**src/rtl/core/kcf_pkg.sv**
```systemverilog
// ----------------------------------------------------------------------------
// kcf_pkg
// Shared types and constants of the keyframe color fader.
// ----------------------------------------------------------------------------
package kcf_pkg;

  localparam int unsigned TOT_W   = 40;

  localparam logic [7:0]  PERCENT_FULL = 8'd100;
  localparam logic [7:0]  COLOR_MAX    = 8'd255;
  localparam logic [31:0] RATE_START   = 32'h6464_6464;

  // Division by 100 of a product: (v * 5243) >> 19 is exact for v below 43699.
  localparam logic [12:0] SCALE_RECIP = 13'd5243;
  localparam int unsigned SCALE_SHIFT = 19;

  typedef enum logic [2:0] {
    REG_BASE_ALPHA = 3'd0,
    REG_BASE_RED   = 3'd1,
    REG_BASE_GREEN = 3'd2,
    REG_BASE_BLUE  = 3'd3,
    REG_ENABLE     = 3'd4,
    REG_SEG_COUNT  = 3'd5
  } reg_index_t;

  localparam logic OP_WRITE = 1'b0;
  localparam logic OP_EVAL  = 1'b1;

  typedef struct packed {
    logic        op;
    logic [3:0]  seg_index;
    logic [31:0] seg_duration;
    logic [7:0]  seg_alpha_rate;
    logic [7:0]  seg_red_rate;
    logic [7:0]  seg_green_rate;
    logic [7:0]  seg_blue_rate;
    logic [31:0] now_ms;
  } in_item_t;

  typedef struct packed {
    logic [7:0] out_alpha;
    logic [7:0] out_red;
    logic [7:0] out_green;
    logic [7:0] out_blue;
    logic [3:0] active_segment;
    logic       bypassed;
  } out_item_t;

  // Handshake between the sequencer and the shared divider.
  typedef struct packed {
    logic start;
  } div_req_t;

  typedef struct packed {
    logic done;
  } div_rsp_t;

endpackage

```
**src/rtl/core/kcf_if.sv**
```systemverilog
// ----------------------------------------------------------------------------
// kcf_in_if / kcf_out_if
// Valid/ready channels carrying input and result items.
// ----------------------------------------------------------------------------
interface kcf_in_if;
  logic             valid;
  logic             ready;
  kcf_pkg::in_item_t data;
  modport source (output valid, output data, input ready);
  modport sink   (input valid, input data, output ready);
endinterface

interface kcf_out_if;
  logic              valid;
  logic              ready;
  kcf_pkg::out_item_t data;
  modport source (output valid, output data, input ready);
  modport sink   (input valid, input data, output ready);
endinterface

```
**src/rtl/core/kcf_ram.sv**
```systemverilog
// ----------------------------------------------------------------------------
// kcf_ram
// Generic single-port-write, single-port-read RAM with registered read.
// ----------------------------------------------------------------------------
module kcf_ram #(
  parameter int unsigned WIDTH = 32,
  parameter int unsigned DEPTH = 16
) (
  input  logic                                       clk,
  input  logic                                       we,
  input  logic [((DEPTH > 1) ? $clog2(DEPTH) : 1)-1:0] waddr,
  input  logic [WIDTH-1:0]                           wdata,
  input  logic [((DEPTH > 1) ? $clog2(DEPTH) : 1)-1:0] raddr,
  output logic [WIDTH-1:0]                           rdata
);

  logic [WIDTH-1:0] mem [DEPTH];

  always_ff @(posedge clk) begin
    if (we) begin
      mem[waddr] <= wdata;
    end
    rdata <= mem[raddr];
  end

endmodule

```
**src/rtl/core/kcf_div.sv**
```systemverilog
// ----------------------------------------------------------------------------
// kcf_div
// Restoring divider, one quotient bit per cycle. Gives quotient and remainder.
// ----------------------------------------------------------------------------
module kcf_div #(
  parameter int unsigned W = 40
) (
  input  logic              clk,
  input  logic              rst,
  input  kcf_pkg::div_req_t req,
  input  logic [W-1:0]      dividend,
  input  logic [W-1:0]      divisor,
  output kcf_pkg::div_rsp_t rsp,
  output logic [W-1:0]      quotient,
  output logic [W-1:0]      remainder
);

  localparam int unsigned CW = $clog2(W + 1);

  logic [W-1:0]  rem;
  logic [W-1:0]  quo;
  logic [W-1:0]  dsr;
  logic [CW-1:0] cnt;
  logic          busy;
  logic [W:0]    trial;
  logic [W:0]    diff;

  always_comb begin
    trial = {rem, quo[W-1]};
    diff  = trial - {1'b0, dsr};
  end

  always_ff @(posedge clk) begin
    if (rst) begin
      busy     <= 1'b0;
      rsp.done <= 1'b0;
      cnt      <= '0;
    end else begin
      rsp.done <= !req.start && busy && (cnt == CW'(1));
      if (req.start) begin
        busy <= 1'b1;
        rem  <= '0;
        quo  <= dividend;
        dsr  <= divisor;
        cnt  <= CW'(W);
      end else if (busy) begin
        if (!diff[W]) begin
          rem <= diff[W-1:0];
          quo <= {quo[W-2:0], 1'b1};
        end else begin
          rem <= trial[W-1:0];
          quo <= {quo[W-2:0], 1'b0};
        end
        cnt <= cnt - 1'b1;
        if (cnt == CW'(1)) begin
          busy <= 1'b0;
        end
      end
    end
  end

  assign quotient  = quo;
  assign remainder = rem;

endmodule

```
**src/rtl/core/keyframe_color_fader.sv**
```systemverilog
// ----------------------------------------------------------------------------
// keyframe_color_fader
// Piecewise linear keyframe color envelope over a segment table in RAM.
// ----------------------------------------------------------------------------
// One item at a time, and a new item is taken only once the previous result
// has been accepted. After reset a clearing pass zeroes all MAX_SEGMENTS
// entries of both tables, during which no item is taken. A write item stores
// its segment in both RAMs if its index is within the table. An evaluate item
// sums the active durations from the duration RAM, takes the time modulo the
// total on a 40-bit serial divider, walks the table again up to the hit, runs
// four interpolation divisions on the same divider and scales the four colors
// by a reciprocal multiplication. A bypassed evaluation skips the divider and
// returns the base colors.
module keyframe_color_fader #(
  parameter int unsigned MAX_SEGMENTS = 16
) (
  input  logic        clk,
  input  logic        rst,
  input  logic        cfg_we,
  input  logic [2:0]  cfg_index,
  input  logic [7:0]  cfg_data,
  kcf_in_if.sink      in_ch,
  kcf_out_if.source   out_ch
);

  localparam int unsigned AW = (MAX_SEGMENTS > 1) ? $clog2(MAX_SEGMENTS) : 1;
  localparam int unsigned CW = $clog2(MAX_SEGMENTS + 1);
  localparam int unsigned TW = kcf_pkg::TOT_W;

  typedef enum logic [3:0] {
    S_IDLE, S_WRITE, S_SUM, S_MOD, S_FIND, S_FETCH, S_LERP, S_SCALE, S_OUT
  } state_t;

  state_t state;

  logic [7:0] base [4];
  logic       enable;
  logic [4:0] seg_count;

  always_ff @(posedge clk) begin
    if (rst) begin
      base[0]   <= kcf_pkg::COLOR_MAX;
      base[1]   <= kcf_pkg::COLOR_MAX;
      base[2]   <= kcf_pkg::COLOR_MAX;
      base[3]   <= kcf_pkg::COLOR_MAX;
      enable    <= 1'b0;
      seg_count <= '0;
    end else if (cfg_we) begin
      unique case (cfg_index)
        kcf_pkg::REG_BASE_ALPHA: base[0] <= cfg_data;
        kcf_pkg::REG_BASE_RED:   base[1] <= cfg_data;
        kcf_pkg::REG_BASE_GREEN: base[2] <= cfg_data;
        kcf_pkg::REG_BASE_BLUE:  base[3] <= cfg_data;
        kcf_pkg::REG_ENABLE:     enable  <= cfg_data[0];
        kcf_pkg::REG_SEG_COUNT:  seg_count <= cfg_data[4:0];
        default: ;
      endcase
    end
  end

  // Effective count, clamped to the table size.
  logic [CW-1:0] count;
  always_comb begin
    if (32'(seg_count) > 32'(MAX_SEGMENTS)) count = CW'(MAX_SEGMENTS);
    else count = CW'(seg_count);
  end

  // Segment RAMs: durations and packed rates.
  logic              ram_we;
  logic [AW-1:0]     ram_waddr;
  logic [AW-1:0]     ram_raddr;
  logic [31:0]       dur_rd;
  logic [31:0]       rate_rd;
  logic [31:0]       dur_wd;
  logic [31:0]       rate_wd;
  logic [31:0]       clr_dur;
  logic [31:0]       clr_rate;

  kcf_ram #(.WIDTH(32), .DEPTH(MAX_SEGMENTS)) u_dur_ram (
    .clk(clk), .we(ram_we), .waddr(ram_waddr), .wdata(dur_wd),
    .raddr(ram_raddr), .rdata(dur_rd)
  );
  kcf_ram #(.WIDTH(32), .DEPTH(MAX_SEGMENTS)) u_rate_ram (
    .clk(clk), .we(ram_we), .waddr(ram_waddr), .wdata(rate_wd),
    .raddr(ram_raddr), .rdata(rate_rd)
  );

  // Reset clearing pass over the table.
  logic          clearing;
  logic [CW-1:0] clr_ptr;

  // Divider.
  kcf_pkg::div_req_t dreq;
  kcf_pkg::div_rsp_t drsp;
  logic [TW-1:0]     dvd;
  logic [TW-1:0]     dvs;
  logic [TW-1:0]     dq;
  logic [TW-1:0]     dr;
  logic              div_go;

  kcf_div #(.W(TW)) u_div (
    .clk(clk), .rst(rst), .req(dreq), .dividend(dvd), .divisor(dvs),
    .rsp(drsp), .quotient(dq), .remainder(dr)
  );

  kcf_pkg::in_item_t  item;
  kcf_pkg::out_item_t result;
  logic               out_valid;

  logic [CW-1:0] ptr;
  logic          rd_pend;
  logic [TW-1:0] total;
  logic [TW-1:0] tmod;
  logic [TW-1:0] acc;
  logic [31:0]   elapsed;
  logic [AW-1:0] found;
  logic [31:0]   from_r;
  logic [31:0]   to_r;
  logic [31:0]   seg_dur;
  logic [1:0]    lane;
  logic          div_wait;
  logic [7:0]    from_b;
  logic [7:0]    to_b;
  logic          lerp_up;
  logic [7:0]    lerp_diff;
  logic [TW-1:0] lerp_prod;
  logic [7:0]    rate_l [4];
  logic [TW-1:0] acc_next;
  logic [15:0]   scale_prod;
  logic [28:0]   scale_full;
  logic [9:0]    scale_q;
  logic [7:0]    scale_sat;

  assign acc_next = acc + TW'(dur_rd);

  always_comb begin
    from_b    = from_r[8*lane +: 8];
    to_b      = to_r[8*lane +: 8];
    lerp_up   = to_b > from_b;
    lerp_diff = lerp_up ? (to_b - from_b) : (from_b - to_b);
    lerp_prod = {32'd0, lerp_diff} * {8'd0, elapsed};
  end

  always_comb begin
    scale_full = {13'd0, scale_prod} * {16'd0, kcf_pkg::SCALE_RECIP};
    scale_q    = scale_full[kcf_pkg::SCALE_SHIFT +: 10];
    scale_sat  = (scale_q > 10'd255) ? kcf_pkg::COLOR_MAX : scale_q[7:0];
  end

  // The divider is started from the sum walk and from each interpolation lane.
  always_comb begin
    div_go = ((state == S_SUM) && !(ptr < count) && !rd_pend && enable
              && (total != '0))
             || ((state == S_LERP) && !div_wait);
  end

  always_comb begin
    ram_we    = clearing || (state == S_WRITE
                && 32'(item.seg_index) < 32'(MAX_SEGMENTS));
    ram_waddr = clearing ? clr_ptr[AW-1:0] : item.seg_index[AW-1:0];
    clr_dur   = clearing ? '0 : item.seg_duration;
    clr_rate  = clearing ? '0 : {item.seg_blue_rate, item.seg_green_rate,
                                 item.seg_red_rate, item.seg_alpha_rate};
    ram_raddr = ptr[AW-1:0];
    dur_wd    = clr_dur;
    rate_wd   = clr_rate;
  end

  assign in_ch.ready  = (state == S_IDLE) && !clearing && !out_valid;
  assign out_ch.valid = out_valid;
  assign out_ch.data  = result;

  always_ff @(posedge clk) begin
    if (rst) begin
      state     <= S_IDLE;
      out_valid <= 1'b0;
      clearing  <= 1'b1;
      clr_ptr   <= '0;
      dreq      <= '0;
      div_wait  <= 1'b0;
      rd_pend   <= 1'b0;
    end else begin
      dreq.start <= div_go;
      if (out_valid && out_ch.ready) out_valid <= 1'b0;
      if (clearing) begin
        clr_ptr <= clr_ptr + 1'b1;
        if (clr_ptr == CW'(MAX_SEGMENTS - 1)) clearing <= 1'b0;
      end
      unique case (state)
        S_IDLE: begin
          if (in_ch.valid && !clearing && !out_valid) begin
            item <= in_ch.data;
            if (in_ch.data.op == kcf_pkg::OP_WRITE) begin
              state <= S_WRITE;
            end else begin
              state   <= S_SUM;
              ptr     <= '0;
              total   <= '0;
              rd_pend <= 1'b0;
            end
          end
        end
        S_WRITE: state <= S_IDLE;
        S_SUM: begin
          // The read issued last cycle returns now.
          if (rd_pend) total <= total + TW'(dur_rd);
          if (ptr < count) begin
            ptr     <= ptr + 1'b1;
            rd_pend <= 1'b1;
          end else begin
            rd_pend <= 1'b0;
            if (!rd_pend) begin
              if (!enable || total == '0) begin
                result.out_alpha      <= base[0];
                result.out_red        <= base[1];
                result.out_green      <= base[2];
                result.out_blue       <= base[3];
                result.active_segment <= '0;
                result.bypassed       <= 1'b1;
                state                 <= S_OUT;
              end else begin
                dvd   <= TW'(item.now_ms);
                dvs   <= total;
                state <= S_MOD;
              end
            end
          end
        end
        S_MOD: begin
          if (drsp.done) begin
            tmod    <= dr;
            acc     <= '0;
            ptr     <= '0;
            rd_pend <= 1'b0;
            from_r  <= kcf_pkg::RATE_START;
            state   <= S_FIND;
          end
        end
        S_FIND: begin
          // Walk until the running sum passes the time; a hit always exists.
          if (rd_pend) begin
            rd_pend <= 1'b0;
            if (tmod < acc_next) begin
              found   <= AW'(ptr - 1'b1);
              elapsed <= 32'(tmod - acc);
              to_r    <= rate_rd;
              seg_dur <= dur_rd;
              lane    <= '0;
              state   <= S_LERP;
              div_wait <= 1'b0;
            end else begin
              acc    <= acc_next;
              from_r <= rate_rd;
            end
          end else begin
            ptr     <= ptr + 1'b1;
            rd_pend <= 1'b1;
          end
        end
        S_LERP: begin
          if (!div_wait) begin
            dvd      <= lerp_prod;
            dvs      <= TW'(seg_dur);
            div_wait <= 1'b1;
          end else if (drsp.done) begin
            rate_l[lane] <= lerp_up ? from_b + dq[7:0] : from_b - dq[7:0];
            div_wait     <= 1'b0;
            lane         <= lane + 1'b1;
            if (lane == 2'd3) state <= S_SCALE;
          end
        end
        S_SCALE: begin
          // The product is formed and registered first, then divided by 100.
          if (!div_wait) begin
            scale_prod <= {8'd0, base[lane]} * {8'd0, rate_l[lane]};
            div_wait   <= 1'b1;
          end else begin
            div_wait <= 1'b0;
            lane     <= lane + 1'b1;
            unique case (lane)
              2'd0: result.out_alpha <= scale_sat;
              2'd1: result.out_red   <= scale_sat;
              2'd2: result.out_green <= scale_sat;
              2'd3: result.out_blue  <= scale_sat;
            endcase
            if (lane == 2'd3) begin
              result.active_segment <= 4'(found);
              result.bypassed       <= 1'b0;
              state                 <= S_OUT;
            end
          end
        end
        S_OUT: begin
          if (!out_valid) begin
            out_valid <= 1'b1;
            state     <= S_IDLE;
          end
        end
        default: state <= S_IDLE;
      endcase
    end
  end

endmodule

```
**src/flat_wrapper.sv**
```systemverilog
// flat-port wrapper written by rule: the top's interface ports become plain ports
module keyframe_color_fader_flat 
#(
  parameter int unsigned MAX_SEGMENTS = 16
)
  (clk, rst, cfg_we, cfg_index, cfg_data, in_ch_valid, in_ch_data, in_ch_ready, out_ch_valid, out_ch_data, out_ch_ready);
  kcf_in_if in_ch_i ();
  kcf_out_if out_ch_i ();
  input  logic clk;
  input  logic rst;
  input  logic cfg_we;
  input  logic [2:0] cfg_index;
  input  logic [7:0] cfg_data;
  input wire logic [$bits(in_ch_i.valid)-1:0] in_ch_valid;
  input wire logic [$bits(in_ch_i.data)-1:0] in_ch_data;
  output wire logic [$bits(in_ch_i.ready)-1:0] in_ch_ready;
  output wire logic [$bits(out_ch_i.valid)-1:0] out_ch_valid;
  output wire logic [$bits(out_ch_i.data)-1:0] out_ch_data;
  input wire logic [$bits(out_ch_i.ready)-1:0] out_ch_ready;
  assign in_ch_i.valid = in_ch_valid;
  assign in_ch_i.data = in_ch_data;
  assign in_ch_ready = in_ch_i.ready;
  assign out_ch_valid = out_ch_i.valid;
  assign out_ch_data = out_ch_i.data;
  assign out_ch_i.ready = out_ch_ready;
  keyframe_color_fader #(.MAX_SEGMENTS(MAX_SEGMENTS)) u_core (.clk(clk), .rst(rst), .cfg_we(cfg_we), .cfg_index(cfg_index), .cfg_data(cfg_data), .in_ch(in_ch_i), .out_ch(out_ch_i));
endmodule
```
**config.mk**
```make
export PLATFORM = sky130hd
export DESIGN_NAME = keyframe_color_fader_flat
export DESIGN_NICKNAME = d
export VERILOG_FILES = /design/src/rtl/core/kcf_pkg.sv /design/src/rtl/core/kcf_if.sv /design/src/rtl/core/kcf_ram.sv /design/src/rtl/core/kcf_div.sv /design/src/rtl/core/keyframe_color_fader.sv /design/src/flat_wrapper.sv
export SDC_FILE = /design/constraint.sdc
export NUM_CORES = 2
export LEC_CHECK = 0
export BUFFER_PORTS_ARGS = -buffer_cell sky130_fd_sc_hd__clkbuf_2
export CAP_MARGIN = 40
export CORE_MARGIN = 3
export CORE_UTILIZATION = 25
export CTS_CLUSTER_DIAMETER = 120
export CTS_CLUSTER_SIZE = 8
export DETAILED_ROUTE_END_ITERATION = 8
export PLACE_DENSITY = 0.48
export SLEW_MARGIN = 15
export SYNTH_ARGS = -nofsm -noshare
export SYNTH_HDL_FRONTEND = slang
export SYNTH_SLANG_ARGS = --single-unit
```
**constraint.sdc**
```tcl
create_clock -name clk -period 13.5 [get_ports clk]
set_clock_uncertainty 0.05 [all_clocks]
set_input_delay 0 -clock clk [delete_from_list [all_inputs] [get_ports clk]]
set_output_delay 0 -clock clk [all_outputs]
set_load 0.02 [all_outputs]
```
# Yosys cells after proc, flatten, opt, wreduce, memory -nomap -nowiden
# Memory sizes are Yosys's and may differ from the RTL's. A register that Yosys moved wholly into a read port is not among the register bits.
# Cells that the tools add are included.
# Widths: inputs -> output; s select.
# classes
n_addsub	13
multipliers	3
magnitude_cmp	5
eq_ne	40
shifts	2
n_mux	124
bitwise	6
n_reduce_logical	55
# op_table
op	n
$mux 40	18
$pmux 40 s2	4
$mux 32	5
$mux 37	4
$mux 8	11
$add 40x32->40	2
$pmux 37 s2	1
$pmux 32 s2	1
$shiftx 32x6->8	2
$mux 4	14
$mux 1	44
$reduce_and 7->1	6
$sub 41x40->41	1
$logic_not 40->1	1
$lt 40x40->1	1
$mul 8x32->40	1
$reduce_bool 40->1	1
$mux 5	7
$ne 2x2->1 const B	17
$sub 32x32->32	1
$mul 16x13->29 const B	1
$pmux 4 s7	1
$sub 8x8->8	3
$pmux 5 s4	1
45 further kinds	100
# word_totals
ff_bits	640
ram_bits	1088
in_bits	117
word_cells	294
memories	4
# memory_table
memory	depth	width	read_ports	rd_ports_with_merged_regs	wr	line_no	text
u_core.u_dur_ram.mem	16	32	1	1	1	kcf_ram.sv:17	logic [WIDTH-1:0] mem [DEPTH];
u_core.u_rate_ram.mem	16	32	1	1	1	kcf_ram.sv:17	
u_core.base	4	8	5	1	4	keyframe_color_fader.sv:36	logic [7:0] base [4];
u_core.rate_l	4	8	1	1	1	keyframe_color_fader.sv:127	logic [7:0] rate_l [4];

# Longest topological paths before layout
# logic_depth
word_depth	9
ltp_mapped	38

# By module
# A second synthesis with hierarchy kept.
# unflattened
hier_cells	6180
hier_area_um2	89545.9
# by_module_without_submodules
module	n_inst	cells_each	area_each_um2
keyframe_color_fader	1	3811	42147.9
kcf_ram (u_core.u_dur_ram)	1	838	19836.5
kcf_ram (u_core.u_rate_ram)	1	838	19835.3
kcf_div	1	693	7726.2

# Least setup slack after synthesis
# Ideal clock, no wire load.
# synth_timing
path_kind	reg-to-reg
startpoint	register u_core.lane[0]
endpoint	register u_core.dvd[35], data pin
setup_ns	0.266
arrival_ns	9.258
t_required_ns	13.184
slack_ns	3.926
path_stages_with_launch	37
synth_period_minus_slack_ns	9.574
path_cell_list	edfxtp_1 -> clkbuf_1 -> clkbuf_1 -> mux4_2 -> inv_1 -> ha_1 -> inv_1 -> fa_1 -> a21o_1 -> a21oi_1 -> o21ai_0 -> a21o_1 -> nand2_1 -> mux2_2 -> a211oi_1 -> o21ai_0 -> a21oi_1 -> xnor2_1 -> clkbuf_1 -> and2_1 -> fa_1 -> fa_1 -> fa_1 -> inv_1 -> fa_1 -> inv_1 -> ha_1 -> nand2_1 -> a2111oi_0 -> a211oi_1 -> o31a_1 -> a211o_1 -> a21oi_1 -> a21boi_0 -> o21ai_0 -> xnor2_1 -> nor2_1
# synth_via
elab_chain_len	6
word_cells_on_any_way	9
# synth_rtl
item	line_no	text
start: declaration	keyframe_color_fader.sv:120	logic [1:0] lane;
start signal: assignment	keyframe_color_fader.sv:268	lane <= lane + 1'b1;
start signal: assignment	keyframe_color_fader.sv:279	lane <= lane + 1'b1;
$shiftx 32x6->8 (on tied branches)	keyframe_color_fader.sv:137, keyframe_color_fader.sv:138	
$sub 8x8->8 or $gt 8x8->1 (tied branches)	keyframe_color_fader.sv:140, keyframe_color_fader.sv:139	
$mux 8 (*)	keyframe_color_fader.sv:140	lerp_diff = lerp_up ? (to_b - from_b) : (from_b - to_b);
$mul 8x32->40 (*)	keyframe_color_fader.sv:141	lerp_prod = {32'd0, lerp_diff} * {8'd0, elapsed};
$mux 40 (*)	keyframe_color_fader.sv:261	if (!div_wait) begin
$pmux 40 s2 (*)	keyframe_color_fader.sv:189	unique case (state)
end signal: assignment	keyframe_color_fader.sv:222	dvd <= TW'(item.now_ms);
end signal: assignment	keyframe_color_fader.sv:262	dvd <= lerp_prod;
end: declaration	keyframe_color_fader.sv:95	logic [TW-1:0] dvd;
# Mark *: on every way between the ends. The rest lies on a longest branch, timed or not. The select of a mux whose other input is x is not followed.
# A chain may end at the register's enable or synchronous reset.

# Final worst setup path
# Same ends and word-level chain as after synthesis.

==> metrics.txt <==
die width 602 um; CTS Root Cell clkbuf_16; Die Y 602 um; vias per cell 4.46; Fillers 35152; Mapped Nets approximately 6800; final non-filler cell area 106000 um2; IO Pins between 150 and 200; vias in the first global route 54277; H-tree levels 5; part of the cycle the worst path needs 73.9%; CP startpoint kind flip-flop; f_max 100 MHz; All-Layer GR Usage 12.9%; CP Buf/Inv Count 6; cts hold-fix bufs roughly 220; CTS tree yes; worst setup margin 3.52 ns; asr flop ratio synth 0%; Initial Utilization 25.2%; hold path start cfg_data[5]; clk_lat worst skew 0.83 ns; grt ovf 0; clk sinks 1794; Cell Rows 218; Mapped Area between 80000 and 90000 um2; crit path launch u_core.lane[0]; CP max-delay cell mux4_2; Port Buf Inserts roughly 160; Primary FF master, synth edfxtp_1; commonest non-fill, non-tap cell in the layout edfxtp_1; Mapped Cells 5954; Final Hold Vio Count 0; core area roughly 350000 um2; GPL Wtd Cong roughly 0.83; CP Max Fanout 32; worst endpoint required time between 10 and 15 ns; Worst R2R Start u_core.lane[0]; total CTS buffers approximately 270; Leakage 0.0388 uW; RSZ-0062 raised after global routing false; Area after DPL 96400 um2; max cap viols 0; Final #Nets 7412; CP endpoint kind flip-flop; post-place setup slack about 3.5 ns; final slew viol count 0; post-route ant nets 0; DR vias 50962; Seq/Total Area, Yosys around three fifths; status finished clean; total wire length 237 mm; Setup CP Type flip-flop to flip-flop; power per cell area 127 nW/um2; post-CTS resize count 0; final total power 13500 uW; most frequent cells in the layout 1700 x edfxtp_1, 518 x inv_1, 411 x ha_1, 352 x mux4_2, 345 x nand2_1; Netlist cell types between 70 and 80; CP delay by family, top compound AO/OA/AOI/OAI gates; Final Setup Violations 0; Least-Margin Pin Slew 0.992 ns; Max Root-Sink Buffers 4; synthesis warning total 0; Post-synth EDFFs 1700; relative slew slack 33.9%; Syn Area/Cell 14.9 um2; Most Frequent Cell on Critical Path fa_1; initial antenna violation count 13; worst min path class input pin to flip-flop; setup_tns 0 ns; total iterations of the first detailed-routing run 6; Yosys reg bits 1794; first-pass GRT wire length 354 mm; post-layout minimum cycle time 9.98 ns; CP arrival 10.43 ns; Iteration-0 DRC Markers around 3500; WHS approximately 0.073 ns; die area 362000 um2; Reg clk slew, reported paths 0.05 ns; CP peak stage delay 0.58 ns; Detail Placement HPWL 158 mm; worst vdd ir 0.0820 mV; # DRC 0; largest net degree at the start of global routing 121; Area Overhead vs Synth 19.9%; setup bufs post-CTS 0; share of layout cells above drive strength 1 16.0%; post-DR wirelength/cell slightly above 20 um
[cells in the mapped netlist (6+ instances only)]
library cell	count	area (um2)
buf_1	29	109
a21oi_1	216	1080
xor2_1	82	718
o21a_1	37	278
a31oi_1	27	169
mux4_2	352	7930
and2_1	218	1360
o21bai_1	19	143
mux2i_1	44	440
or2_2	9	56.3
a221o_1	6	60.1
nor2_1	357	1340
nand2b_1	69	432
nor3b_1	13	97.6
ha_1	411	5140
a211o_1	9	78.8
o21ai_0	149	746
nand3_1	41	205
dfxtp_1	94	1880
mux2_2	42	473
o211ai_1	12	90.1
a211oi_1	20	150
nand4_1	29	181
or3_1	29	181
o31ai_1	10	75.1
inv_1	518	1940
clkbuf_1	152	571
a21o_1	139	1040
a31o_2	9	78.8
nor2b_1	145	907
xnor2_1	119	1040
nor4_1	19	119
and3_1	59	369
a21boi_0	17	128
nor3_1	42	210
nand2_1	345	1290
fa_1	298	5970
edfxtp_1	1700	51000
[worst min-delay path: stages]
cell and delay (ns):
dlygate4sd3_1 0.53, clkbuf_2 0.15, or3_1 0.11
[worst paths after layout]
kind         cells past startpoint                    to  slack, ns
max                             35        u_core.dvd[35]       3.52
min                              3     u_core.base[3][5]       0.07
max reg2reg                     35        u_core.dvd[35]       3.52
min reg2reg                      0  u_core.u_div.dsr[37]       0.36
[power breakdown]
group | switching, uW | internal, uW | total (uW)
sequential | 101 | 6240 | 6340
clock | 2380 | 3660 | 6040
combinational | 650 | 498 | 1150
[metrics by stage]
step,util [%],std cells
final,30.1,11437
after global routing,30.1,11434
after CTS,30.0,11387
after detailed placement,27.3,10777
after global placement,27.1,10735
after floorplan,-,5954
[layer usage]
| metal | track usage, % | wire [um] | up-vias |
|---|---|---|---|
| li1 | - | - | 23186 |
| met4 | 3.09 | 5260 | 0 |
| met2 | 22.0 | 116000 | 1061 |
| met5 | 0 | 0 | - |
| met3 | 1.67 | 9000 | 327 |
| met1 | 17.2 | 106000 | 26388 |
[state kept, by name (all words and copies together), names as in the netlist, 37 cells and up, named ones only]
name and cells:
u_core.u_rate_ram.mem 512, u_core.dvs 40, u_core.u_dur_ram.mem 512, u_core.u_div.dsr 40, u_core.u_div.quotient 40, u_core.total 40, u_core.out_ch.data 37, u_core.item 100
u_core.dvd 40, u_core.tmod 40, u_core.acc 40, u_core.u_div.remainder 40
[cell families after synthesis]
logic type,count (synthesis),share of synthesized area [%]
compound gates,723,5.19
xor+xnor,201,1.98
fa+ha+maj,709,12.5
buf+inv,705,3.02
flops,1794,59.6
mux,438,9.96
simple gates,1384,7.70
[area by class of cell]
cell class	count	area, um2	share of cell area [%]
flip-flops and latches	1794	52900	49.8
multi-input cells	3455	33400	31.4
clock buffers	367	7130	6.70
well taps	4730	5920	5.56
repair buffers	549	4760	4.47
inverters	519	1950	1.83
clock inverters	19	262	0.246
diodes	4	10.0	0.00941
No activity file was read; power rests on OpenSTA's default activity.
